$ cat src/hdl/pbg_pkg.sv
package pbg_pkg;

  // Field widths of the beats and of the configuration registers.
  localparam int unsigned SecsW     = 6;
  localparam int unsigned MaxRunW   = 16;
  localparam int unsigned LimitW    = 20;
  localparam int unsigned DayW      = 27;
  localparam int unsigned UsedW     = 21;
  localparam int unsigned RunW      = 16;
  localparam int unsigned CfgDataW  = 27;
  localparam int unsigned CfgIdxW   = 2;
  localparam int unsigned ClampW    = 5;
  localparam int unsigned MsW       = 15;

  localparam logic [MaxRunW-1:0] MaxRunReset   = 16'd30000;
  localparam logic [LimitW-1:0]  LimitReset    = 20'd300000;
  localparam logic [DayW-1:0]    DayLenReset   = 27'd86400000;
  localparam logic [ClampW-1:0]  SecondsCap    = 5'd30;
  localparam logic [MsW-1:0]     MsPerSecond   = 15'd1000;
  localparam logic [UsedW-1:0]   UsedMax       = 21'h1FFFFF;
  localparam logic [RunW-1:0]    RunMax        = 16'hFFFF;

  // Configuration register indexes.
  typedef enum logic [CfgIdxW-1:0] {
    CfgMaxRun     = 2'd0,
    CfgDailyLimit = 2'd1,
    CfgDayLength  = 2'd2
  } cfg_idx_e;

  // Item kinds carried in the action field.
  typedef enum logic {
    ActTick    = 1'b0,
    ActRequest = 1'b1
  } action_e;

  typedef struct packed {
    logic             action;
    logic [SecsW-1:0] request_seconds;
    logic             water_low;
  } in_t;

  typedef struct packed {
    logic             pump_on;
    logic             request_ok;
    logic [UsedW-1:0] used_today_ms;
  } out_t;

  typedef struct packed {
    logic [MaxRunW-1:0] max_run_ms;
    logic [LimitW-1:0]  daily_limit_ms;
    logic [DayW-1:0]    day_length_ms;
  } cfg_t;

endpackage

$ cat src/hdl/pbg_cfg_regs.sv
module pbg_cfg_regs (
  input  logic                           clk_i,
  input  logic                           rst_ni,
  input  logic                           cfg_we_i,
  input  logic [pbg_pkg::CfgIdxW-1:0]    cfg_idx_i,
  input  logic [pbg_pkg::CfgDataW-1:0]   cfg_wdata_i,
  output pbg_pkg::cfg_t                  cfg_o
);

  pbg_pkg::cfg_t cfg_q, cfg_d;

  // Writes to an unused index are dropped; data is cut to the register width.
  always_comb begin
    cfg_d = cfg_q;
    if (cfg_we_i) begin
      unique case (cfg_idx_i)
        pbg_pkg::CfgMaxRun:     cfg_d.max_run_ms     = cfg_wdata_i[pbg_pkg::MaxRunW-1:0];
        pbg_pkg::CfgDailyLimit: cfg_d.daily_limit_ms = cfg_wdata_i[pbg_pkg::LimitW-1:0];
        pbg_pkg::CfgDayLength:  cfg_d.day_length_ms  = cfg_wdata_i[pbg_pkg::DayW-1:0];
        default:                cfg_d = cfg_q;
      endcase
    end
  end

  always_ff @(posedge clk_i or negedge rst_ni) begin
    if (!rst_ni) begin
      cfg_q.max_run_ms     <= pbg_pkg::MaxRunReset;
      cfg_q.daily_limit_ms <= pbg_pkg::LimitReset;
      cfg_q.day_length_ms  <= pbg_pkg::DayLenReset;
    end else begin
      cfg_q <= cfg_d;
    end
  end

  assign cfg_o = cfg_q;

endmodule

$ cat src/hdl/pbg_core.sv
module pbg_core (
  input  logic           clk_i,
  input  logic           rst_ni,
  input  logic           fire_i,
  input  pbg_pkg::in_t   item_i,
  input  pbg_pkg::cfg_t  cfg_i,
  output pbg_pkg::out_t  res_o
);

  logic                        running_q, running_d;
  logic [pbg_pkg::RunW-1:0]    run_elapsed_q, run_elapsed_d;
  logic [pbg_pkg::RunW-1:0]    run_target_q, run_target_d;
  logic [pbg_pkg::UsedW-1:0]   used_q, used_d;
  logic [pbg_pkg::DayW-1:0]    day_q, day_d;

  logic [pbg_pkg::ClampW-1:0]  secs_c;
  logic [pbg_pkg::MsW-1:0]     req_ms;
  logic [pbg_pkg::RunW-1:0]    elapsed_t;
  logic [pbg_pkg::RunW-1:0]    add_ms;
  logic [pbg_pkg::UsedW:0]     sum_ms;
  logic [pbg_pkg::UsedW-1:0]   used_halt;
  logic                        ok;
  logic                        do_halt;

  always_comb begin
    secs_c = (item_i.request_seconds > pbg_pkg::SecondsCap) ?
             pbg_pkg::SecondsCap : item_i.request_seconds[pbg_pkg::ClampW-1:0];
    req_ms = pbg_pkg::MsW'(pbg_pkg::MsW'(secs_c) * pbg_pkg::MsPerSecond);

    // The run counter advances only on ticks while the pump runs.
    elapsed_t = run_elapsed_q;
    if (item_i.action == pbg_pkg::ActTick && running_q && run_elapsed_q != pbg_pkg::RunMax) begin
      elapsed_t = run_elapsed_q + 1'b1;
    end

    add_ms    = (elapsed_t < cfg_i.max_run_ms) ? elapsed_t : cfg_i.max_run_ms;
    sum_ms    = {1'b0, used_q} + (pbg_pkg::UsedW + 1)'(add_ms);
    used_halt = sum_ms[pbg_pkg::UsedW] ? pbg_pkg::UsedMax : sum_ms[pbg_pkg::UsedW-1:0];
  end

  always_comb begin
    running_d     = running_q;
    run_elapsed_d = run_elapsed_q;
    run_target_d  = run_target_q;
    used_d        = used_q;
    day_d         = day_q;
    ok            = 1'b0;
    do_halt       = 1'b0;

    if (item_i.action == pbg_pkg::ActRequest) begin
      if (secs_c == '0) begin
        do_halt = 1'b1;
        ok      = 1'b1;
      end else if (!item_i.water_low && !running_q &&
                   used_q < {1'b0, cfg_i.daily_limit_ms}) begin
        run_target_d  = ({1'b0, req_ms} < cfg_i.max_run_ms) ? {1'b0, req_ms} : cfg_i.max_run_ms;
        run_elapsed_d = '0;
        running_d     = 1'b1;
        ok            = 1'b1;
      end
    end else begin
      run_elapsed_d = elapsed_t;
      day_d         = day_q + 1'b1;
      do_halt       = running_q && (item_i.water_low || elapsed_t >= run_target_q);
    end

    if (do_halt) begin
      if (running_q) begin
        used_d = used_halt;
      end
      running_d = 1'b0;
    end

    // Day end comes after any stop on the same tick, so it wins.
    if (item_i.action == pbg_pkg::ActTick && day_d >= cfg_i.day_length_ms) begin
      used_d = '0;
      day_d  = '0;
    end
  end

  always_ff @(posedge clk_i or negedge rst_ni) begin
    if (!rst_ni) begin
      running_q     <= 1'b0;
      run_elapsed_q <= '0;
      run_target_q  <= '0;
      used_q        <= '0;
      day_q         <= '0;
    end else if (fire_i) begin
      running_q     <= running_d;
      run_elapsed_q <= run_elapsed_d;
      run_target_q  <= run_target_d;
      used_q        <= used_d;
      day_q         <= day_d;
    end
  end

  assign res_o.pump_on       = running_d;
  assign res_o.request_ok    = ok;
  assign res_o.used_today_ms = used_d;

  // A running pump never gets past its target without being stopped.
  a_run_bounded: assert property (@(posedge clk_i) disable iff (!rst_ni)
    running_q |-> run_elapsed_q <= run_target_q)
    else $error("run counter passed its target while running");

  // Low water on a tick always leaves the pump off.
  a_low_stops: assert property (@(posedge clk_i) disable iff (!rst_ni)
    fire_i && item_i.action == pbg_pkg::ActTick && item_i.water_low |=> !running_q)
    else $error("pump still running after a low-water tick");

  // A start request while running is refused.
  a_no_restart: assert property (@(posedge clk_i) disable iff (!rst_ni)
    item_i.action == pbg_pkg::ActRequest && item_i.request_seconds != '0 && running_q
    |-> !res_o.request_ok)
    else $error("start accepted while pump was running");

endmodule

$ cat src/hdl/pump_run_and_daily_budget_guard.sv
// Pump run guard with a daily time budget.
// The input channel (in_valid_i, in_ready_o, in_data_i) carries one beat per item: either a
// one-millisecond tick or a run request, each with the current low-water level. The output
// channel (out_valid_o, out_ready_i, out_data_o) returns exactly one beat per input beat, in
// order, giving the pump drive level, whether a request was taken, and the usage of the day.
// Configuration is a plain write port (cfg_we_i, cfg_idx_i, cfg_wdata_i): index 0 is the
// longest run, 1 the daily budget, 2 the day length. Write it only while no beat is in flight.
// A beat accepted sits in the input register; when it advances, the state update is done
// and the result register captures its output beat. Throughput is one beat per cycle while
// the receiver takes beats; the pump state and counters are updated in the same cycle the
// result is captured, so the next beat sees them at once.
// When the receiver stalls, the result stays in the output register and one more beat can
// wait in the input register; after that in_ready_o drops until the receiver takes a beat.
// Reset clears the pump state, the run and day counters and the usage, and restores the
// configuration defaults (30000 ms run, 300000 ms budget, 86400000 ms day).
module pump_run_and_daily_budget_guard (
  input  logic                          clk_i,
  input  logic                          rst_ni,
  input  logic                          in_valid_i,
  output logic                          in_ready_o,
  input  pbg_pkg::in_t                  in_data_i,
  output logic                          out_valid_o,
  input  logic                          out_ready_i,
  output pbg_pkg::out_t                 out_data_o,
  input  logic                          cfg_we_i,
  input  logic [pbg_pkg::CfgIdxW-1:0]   cfg_idx_i,
  input  logic [pbg_pkg::CfgDataW-1:0]  cfg_wdata_i
);

  pbg_pkg::cfg_t cfg;
  pbg_pkg::out_t res;

  logic          in_valid_q, in_valid_d;
  pbg_pkg::in_t  in_item_q;
  logic          out_valid_q, out_valid_d;
  pbg_pkg::out_t out_data_q;
  logic          advance;
  logic          in_fire;

  // The held beat moves on when the output register is free or is being emptied.
  assign advance    = in_valid_q && (!out_valid_q || out_ready_i);
  assign in_ready_o = !in_valid_q || advance;
  assign in_fire    = in_valid_i && in_ready_o;

  always_comb begin
    in_valid_d  = in_fire ? 1'b1 : (advance ? 1'b0 : in_valid_q);
    out_valid_d = advance ? 1'b1 : ((out_valid_q && out_ready_i) ? 1'b0 : out_valid_q);
  end

  pbg_cfg_regs u_cfg (
    .clk_i       (clk_i),
    .rst_ni      (rst_ni),
    .cfg_we_i    (cfg_we_i),
    .cfg_idx_i   (cfg_idx_i),
    .cfg_wdata_i (cfg_wdata_i),
    .cfg_o       (cfg)
  );

  pbg_core u_core (
    .clk_i  (clk_i),
    .rst_ni (rst_ni),
    .fire_i (advance),
    .item_i (in_item_q),
    .cfg_i  (cfg),
    .res_o  (res)
  );

  always_ff @(posedge clk_i or negedge rst_ni) begin
    if (!rst_ni) begin
      in_valid_q  <= 1'b0;
      out_valid_q <= 1'b0;
    end else begin
      in_valid_q  <= in_valid_d;
      out_valid_q <= out_valid_d;
    end
  end

  always_ff @(posedge clk_i) begin
    if (in_fire) begin
      in_item_q <= in_data_i;
    end
    if (advance) begin
      out_data_q <= res;
    end
  end

  assign out_valid_o = out_valid_q;
  assign out_data_o  = out_data_q;

  // A stalled receiver keeps the waiting input beat in place.
  a_stage_holds: assert property (@(posedge clk_i) disable iff (!rst_ni)
    in_valid_q && out_valid_q && !out_ready_i |=> in_valid_q && $stable(in_item_q))
    else $error("input stage lost a beat during a stall");

  // Each advance produces an output beat in the next cycle.
  a_advance_out: assert property (@(posedge clk_i) disable iff (!rst_ni)
    advance |=> out_valid_q)
    else $error("advanced beat did not reach the output register");

  // With both registers full and the receiver stalled, no new beat is taken.
  a_full_blocks: assert property (@(posedge clk_i) disable iff (!rst_ni)
    in_valid_q && out_valid_q && !out_ready_i |-> !in_ready_o)
    else $error("input beat taken while both registers were full");

endmodule
$ cat config.mk
export PLATFORM = sky130hd
export DESIGN_NAME = pump_run_and_daily_budget_guard
export DESIGN_NICKNAME = d
export VERILOG_FILES = /design/src/hdl/pbg_pkg.sv /design/src/hdl/pbg_cfg_regs.sv /design/src/hdl/pbg_core.sv /design/src/hdl/pump_run_and_daily_budget_guard.sv
export SDC_FILE = /design/constraint.sdc
export NUM_CORES = 1
export LEC_CHECK = 0
export BUFFER_PORTS_ARGS = -buffer_cell sky130_fd_sc_hd__buf_2
export CAP_MARGIN = 30
export CORE_MARGIN = 4
export CORE_UTILIZATION = 35
export CTS_BUF_LIST = sky130_fd_sc_hd__clkbuf_2 sky130_fd_sc_hd__clkbuf_4 sky130_fd_sc_hd__clkbuf_8
export DETAILED_ROUTE_END_ITERATION = 12
export GPL_ROUTABILITY_DRIVEN = 0
export GPL_TIMING_DRIVEN = 0
export PLACE_DENSITY = 0.6
export REMOVE_ABC_BUFFERS = 1
export SETUP_SLACK_MARGIN = 0.2
export SLEW_MARGIN = 5
export SYNTH_ARGS = -nofsm -noshare
export SYNTH_HDL_FRONTEND = slang
export SYNTH_SLANG_ARGS = --single-unit
$ cat constraint.sdc
create_clock -name clk_i -period 11.85 [get_ports clk_i]
set_clock_uncertainty 0.1 [all_clocks]
set_input_delay 0.5925 -clock clk_i [delete_from_list [all_inputs] [get_ports clk_i]]
set_output_delay 0.5925 -clock clk_i [all_outputs]
set_load 0.05 [all_outputs]
==> results.toml, run 1 <==
[floorplan]
fp.dieH_um = 193.2
num_io_pins = 67
start_util = 0.3561
dieArea_um2 = 37320
num_rows = 67
die_w_um = 193.2
core-area_um2 = 33700

[finish]
diodes = 0
final_nets = 1501
drive_gt1_frac = 0.1638
area.growth.synth_to_final_pct = 10.77
fill_cells = 3361
utilization = 0.3945

[detailed_routing]
drt-wirelength-per-cell_um = 16.34
finalWirelength_mm = 29.07
vias = 9213
drtIter0Drc = 626
dr.pass1.iters = 7
via_per_inst = 5.179
ant_nets = 0
post-route-drc-count = 0

[pwr]
power_frac_seq = 0.392
switchingPower_uw = 898.6
swShare = 0.4097
p_per_area_nw_per_um2 = 165.0
p_leak_nw = 6.193
p_comb_frac = 0.419
p_int_mw = 1.295
clkPwrFrac = 0.189
vdd_drop_max_mv = 0.09638

[sta]
rsz0062_at_grt = "no"
finalCritPeriodShare = 0.6591
finalHoldViolCount = 0
max_clock_freq_ghz = 0.1280
maxSlewViolCount = 0
final-setup-viol-count = 0
min_period_ns = 7.810
tightest_slew_ns = 1.086
fin_tns_setup_ns = 0
slew_headroom = 0.2762

[grt]
grt_pass1_wl_mm = 47.48
antenna_found_initial = 0
grt_pass1_vias = 8878
grt_use_met3 = 0.02701
grt_overflow = 0
grt.met2_usage = 0.2474
grt_use_total = 0.1605
met1_usage = 0.2328
grt_max_degree = 103
busiest_layer = "met2"

[setup_path]
worst-endpoint-arrival_ns = 8.02
path_cells = "nor2_1 > nand3_1 > a311oi_1 > buf_2 > nand3_1 > xnor2_1 > ha_1 > a21oi_1 > nor2b_1 > o21ai_0 > a21oi_1 > o21ai_0 > nand2b_1 > a221oi_4 > mux2_2 > ha_1 > nand2_1 > nor2_1 > o211ai_1 > a21oi_1 > a21boi_0 > nor4_1 > nor3_1 > a211oi_1"
cp_slowest_stage_delay_ns = 0.91
required_ns = 12.06
cpMaxStageDelayCell = "a221oi_4"
start_kind = "flip-flop"
cp_common_cell = "a21oi_1"
critPathKind = "flip-flop to flip-flop"
worst-path-max-fanout = 16
critPathCaptureType = "flip-flop"

[outcome]
status = "finished, final reports clean"

[synthesis]
yosys_warnings = 0
synth-edff-count = 31
ys_async_sr_fraction = 0.8249
synth_compound_area_frac = 0.1396
synth_ff_type = "dfrtp_1"
synth_area_leaders = "dfrtp_1 25%, ha_1 14%, edfxtp_1 7.8%"
synth_top_family_by_area = "adder cells"
synth_top_area_frac = 0.2544
synth_xor_area_frac = 0.04379
ys_seq_area_frac = 0.3845
synth-seq-cells = 177
synth_top_area_cell = "dfrtp_1"
syn_area_um2 = 12000
syn_avg_cell_area_um2 = 9.510
synthTopCellsByCount = "130 x ha_1, 122 x dfrtp_1, 116 x nand2_1"
synth-simple-area-share = 0.1509
yosysMostFrequentCell = "ha_1"
synthAdderAreaFrac = 0.1539
synth.distinct_cells = 71
syn_inst = 1262
synthMuxAreaShare = 0.07704

[clocking]
cts_resized = 0
clkTransAtPathRegs_ns = 0.10
cts_buffers = 17
cts_buffer_depth = 2
cts.sinks = 177
root_buffer = "clkbuf_8"
clk_latency_ns = 0.49
htree_num_levels = 4
cts_tree = "built"

[placement]
io_buffers = 66
dp_hpwl_mm = 21.96

[worst_hold_path]
hp-class = "primary input to flip-flop"

[job]
maxCapViolCount = 0
## routing by layer
layer | vias up | part of all wire
li1 | 4542 | -
met1 | 4438 | 0.49
met2 | 200 | 0.45
met3 | 33 | 0.044
met4 | 0 | 0.018
met5 | - | 0
## cell type report
class                           count  area (um^2)  share of cell area
Multi-Input combinational cell    928         6797              0.5112
Sequential cell                   177         4614              0.3471
Tap cell                          448        560.5             0.04216
Timing Repair Buffer               79        514.2             0.03868
Inverter                          115        431.7             0.03247
Clock buffer                       17        234.0             0.01760
Clock inverter                     15        142.6             0.01073
## power by group through the flow
| stage | clock network, mW | registers (mW) | logic [mW] |
|---|---|---|---|
| after floorplan | 0 | 0.909 | 0.627 |
| after global placement | 0 | 0.870 | 0.886 |
| after detailed placement | 0 | 0.873 | 0.910 |
| after CTS | 0.428 | 0.861 | 0.922 |
| after global routing | 0.452 | 0.879 | 1.05 |
| final | 0.415 | 0.860 | 0.918 |
## flip-flops by register name, indices dropped and copies added (netlist names)
signal                cells
u_core.run_elapsed_q     16
u_core.day_q             27
out_data_o               23
u_core.running_q          1
out_valid_o               1
u_cfg.cfg_o              63
u_core.used_q            21
u_core.run_target_q      16
in_valid_q                1
in_item_q                 8
## timing repair
item	4_1_cts	5_1_grt
hold buffers	1	0
endpoints found under the hold margin	43	0
setup endpoints to repair	0	0
setup buffers	0	0
## per-stage QoR
stage,std cells,hold slack (ns),power (mW),instance area (um^2),setup WS [ns]
after floorplan,1220,0.1969,1.536,11830,5.548
after global placement,1734,0.3661,1.756,12720,3.709
after detailed placement,1743,0.3707,1.783,12880,3.678
after CTS,1776,0.1425,2.211,13270,3.627
after global routing,1779,0.1407,2.377,13290,3.519
final,1779,0.1760,2.193,13290,4.040
## kinds of logic after synthesis
logic type / Yosys count
muxes: 81
DFF: 177
AOI/OAI and AO/OA: 271
adders and majority gates: 141
xor gates and xnor gates: 60
buffers and inverters: 157
and+or+nand+nor: 375
## placed cells by master, fill, tap and decap left out, types with 4 or more instances in the layout
cell	instances
xor2_1	21
ha_1	130
and3_1	7
a211oi_1	13
nand4_1	16
o211ai_1	8
nand3_1	32
o21ai_0	106
mux2_4	9
and4_1	5
a22o_1	12
clkbuf_8	17
buf_2	66
buf_4	4
or3_1	6
inv_6	6
inv_1	114
dfrtp_1	122
nand2_1	115
fa_1	11
mux2_2	55
nor4_1	7
a31oi_1	5
or2_2	5
nor3_1	30
mux2i_1	17
nor2_1	97
xnor2_1	39
a21oi_1	61
and2_1	9
nand2b_1	11
o31ai_1	9
dfstp_2	24
a21o_1	17
nor2b_1	15
nand3b_1	5
o21a_1	7
edfxtp_1	31
## worst max-delay path, delay by kind of cell (launching register included)
| family | cells | cell delay [ns] |
|---|---|---|
| adder cells (fa/ha/maj) | 2 | 0.73 |
| multiplexers | 1 | 0.43 |
| AO/OA/AOI/OAI | 10 | 2.75 |
| AND/OR/NAND/NOR | 9 | 2.26 |
| XOR/XNOR | 1 | 0.35 |
| flip-flops | 1 | 0.76 |
| buffers and inverters | 1 | 0.24 |
## worst paths after layout
path                                                       end  cells past startpoint                                start  slack (ns)
setup / recovery                      out_data_o[18]$_DFFE_PP_                     24               in_item_q[7]$_DFFE_PP_        4.04
setup reg to reg                      out_data_o[18]$_DFFE_PP_                     24               in_item_q[7]$_DFFE_PP_        4.04
max in group asynchronous          u_cfg.cfg_o[42]$_DFFE_PN1P_                      3                               rst_ni       10.32
min in group asynchronous           u_cfg.cfg_o[2]$_DFFE_PN0P_                      2                               rst_ni        0.46
hold / removal                          in_item_q[0]$_DFFE_PP_                      1                         in_data_i[0]        0.18
hold reg to reg            u_core.run_target_q[12]$_DFFE_PN0P_                      2  u_core.run_target_q[12]$_DFFE_PN0P_        0.39
No activity file was read; power rests on OpenSTA's default activity.
==> run 2, diff against run 1 <==
--- a/config.mk
+++ b/config.mk
@@ -13,7 +13,7 @@
 export DETAILED_ROUTE_END_ITERATION = 12
 export GPL_ROUTABILITY_DRIVEN = 0
 export GPL_TIMING_DRIVEN = 0
-export PLACE_DENSITY = 0.6
+export PLACE_DENSITY = 0.61
 export REMOVE_ABC_BUFFERS = 1
 export SETUP_SLACK_MARGIN = 0.2
 export SLEW_MARGIN = 5
==> constraint.sdc (replaced) <==
create_clock -name clk_i -period 7.1 [get_ports clk_i]
set_clock_uncertainty 0.1 [all_clocks]
set_input_delay 0.355 -clock clk_i [delete_from_list [all_inputs] [get_ports clk_i]]
set_output_delay 0.355 -clock clk_i [all_outputs]
set_load 0.05 [all_outputs]
==> run 2 against run 1 <==
  * Power increased by 70%
  * Final cell count increased by 1.2%
  * Via count increased by 0.89%
  * Sequential cell count unchanged
  * Non-clock buffer count increased by 22
  * Die area unchanged
  * First-iteration DRC count decreased by 0.16%
==> results.toml, run 2 (synthesis results as in run 1) <==
[outcome]
status = "finished, final reports clean"

[grt]
grt_pass1_vias = 8867
grt_use_total = 0.1607
antenna_found_initial = 0
grt_pass1_wl_mm = 47.40
grt_max_degree = 97
grt_overflow = 0

[setup_path]
start_kind = "flip-flop"
required_ns = 7.24
worst-path-max-fanout = 13
worst-endpoint-arrival_ns = 6.62
crit_start = "u_core.running_q$_DFFE_PN0P_"
r2r_setup_slack_ns = 0.62
r2r_start = "u_core.running_q$_DFFE_PN0P_"
rr_worst_depth = 25
critPathKind = "flip-flop to flip-flop"
r2r_end = "out_data_o[20]$_DFFE_PP_"
crit_path_end = "out_data_o[20]$_DFFE_PP_"
critPathCaptureType = "flip-flop"

[placement]
dp_hpwl_mm = 22.02
place_inst = 1744
io_buffers = 66

[detailed_routing]
finalWirelength_mm = 28.96
drtIter0Drc = 625
dr.pass1.iters = 5
vias = 9295
via_per_inst = 5.161
post-route-drc-count = 0
ant_nets = 0
drt-wirelength-per-cell_um = 16.08

[sta]
maxSlewViolCount = 0
tightest_slew_ns = 0.9172
final-setup-viol-count = 0
rsz0062_at_grt = "no"
fin_tns_setup_ns = 0
min_period_ns = 6.484
finalCritPeriodShare = 0.9132
finalHoldViolCount = 0
max_clock_freq_ghz = 0.1542
slew_headroom = 0.3886

[floorplan]
num_rows = 67
num_io_pins = 67
dieArea_um2 = 37320
core-area_um2 = 33700
fp.dieH_um = 193.2
start_util = 0.3561
die_w_um = 193.2

[pwr]
p_total_mw = 3.718
p_per_area_nw_per_um2 = 272.5
p_leak_nw = 6.329
vdd_drop_max_mv = 0.1555

[finish]
area.growth.synth_to_final_pct = 13.66
diodes = 0
layoutNonFillerInstCount = 1801
largest_reg_flops = 63
drive_gt1_frac = 0.1693
final_nets = 1523
utilization = 0.4048
mostFrequentLayoutCells = "130 x ha_1, 122 x dfrtp_1, 114 x inv_1, 114 x nand2_1, 106 x o21ai_0"
final_common_cell = "ha_1"

[clocking]
cts_tree = "built"
cts_buffer_depth = 2
cts.sinks = 177
htree_num_levels = 4
clkTransAtPathRegs_ns = 0.12
cts_buffers = 17
clk_latency_ns = 0.48
root_buffer = "clkbuf_8"

[job]
maxCapViolCount = 0

[worst_hold_path]
hp-class = "primary input to flip-flop"
## run 2: cell types whose count changed in the layout (fill, tap and decap cells not counted), sizes merged
cell	previous run	this run
buf	78	81
clkinv	7	6
dlygate4sd3	1	20
clkbuf	17	18
## run 2: area by class of cell
type / count / area (um^2)
Clock buffer: 18 / 247.7
Clock inverter: 14 / 177.7
Fill cell: 3356 / 20060
Inverter: 115 / 431.7
Multi-Input combinational cell: 928 / 6852
Sequential cell: 177 / 4614
Tap cell: 448 / 560.5
Timing Repair Buffer: 101 / 757.0
## run 2: worst min path at each step
stage | start | endpoint | slack [ns] | depth (start not counted)
after floorplan | rst_ni | in_valid_q$_DFFE_PN0P_ | -0.04 | 0
after global placement | u_core.run_target_q[12]$_DFFE_PN0P_ | u_core.run_target_q[12]$_DFFE_PN0P_ | 0.37 | 2
after detailed placement | rst_ni | u_core.day_q[0]$_DFFE_PN0P_ | 0.21 | 1
after CTS | cfg_wdata_i[2] | u_cfg.cfg_o[49]$_DFFE_PN0P_ | 0.007 | 3
after global routing | cfg_wdata_i[1] | u_cfg.cfg_o[28]$_DFFE_PN0P_ | 0.002 | 2
final | cfg_wdata_i[2] | u_cfg.cfg_o[49]$_DFFE_PN0P_ | 0.04 | 3
## run 2: what timing repair did
action | CTS | global route
hold endpoints to repair | 71 | 0
hold buffers | 20 | 0
gates cloned | 0 | 0
pin swaps | 1 | 0
endpoints found under the setup margin | 42 | 35
gates resized for setup | 3 | 8
setup buffers | 4 | 0
## run 2: worst max-delay path, cell delays in order (launching register included)
cell and delay (ns):
dfrtp_1 0.44, inv_1 0.19, nor2_4 0.23, nand3_1 0.16, a311oi_4 0.46, nand3_1 0.15, xnor2_1 0.36, ha_1 0.33
a21oi_1 0.13, nor2b_1 0.05, o21ai_0 0.18, a21oi_1 0.09, o21ai_0 0.15, nand2b_1 0.12, a221oi_4 0.30, buf_12 0.19
mux2_4 0.30, ha_1 0.34, a21o_1 0.22, a31o_2 0.23, o211ai_1 0.37, a21oi_1 0.23, a21boi_1 0.34, nor4_4 0.12
nor3_2 0.32, a31oi_1 0.13
## run 2: metal layers
metal | track usage | routed length, um | part of all wire | up-vias
met2 | 0.2470 | 12650 | 0.44 | 195
li1 | - | - | - | 4599
met1 | 0.2359 | 14420 | 0.50 | 4463
met4 | 0.04820 | 662 | 0.023 | 0
met3 | 0.02269 | 1226 | 0.042 | 38
met5 | 0 | 0 | 0 | -
## run 2: power by group
group          leakage (nW)  internal (mW)  switching, mW
Clock                 0.211          0.283          0.452
Sequential             2.11           1.28          0.159
Combinational          4.00          0.636          0.911
Total                  6.33           2.20           1.52
## run 2: per-stage QoR
stage | setup WS [ns] | area, um^2 | hold WS [ns]
final | 0.6164 | 13640 | 0.03633
after global routing | 0.2297 | 13640 | 0.002034
after CTS | 0.3154 | 13590 | 0.006954
after detailed placement | -1.051 | 12910 | 0.2078
after global placement | -1.122 | 12720 | 0.3678
after floorplan | 0.7976 | 11830 | -0.04059
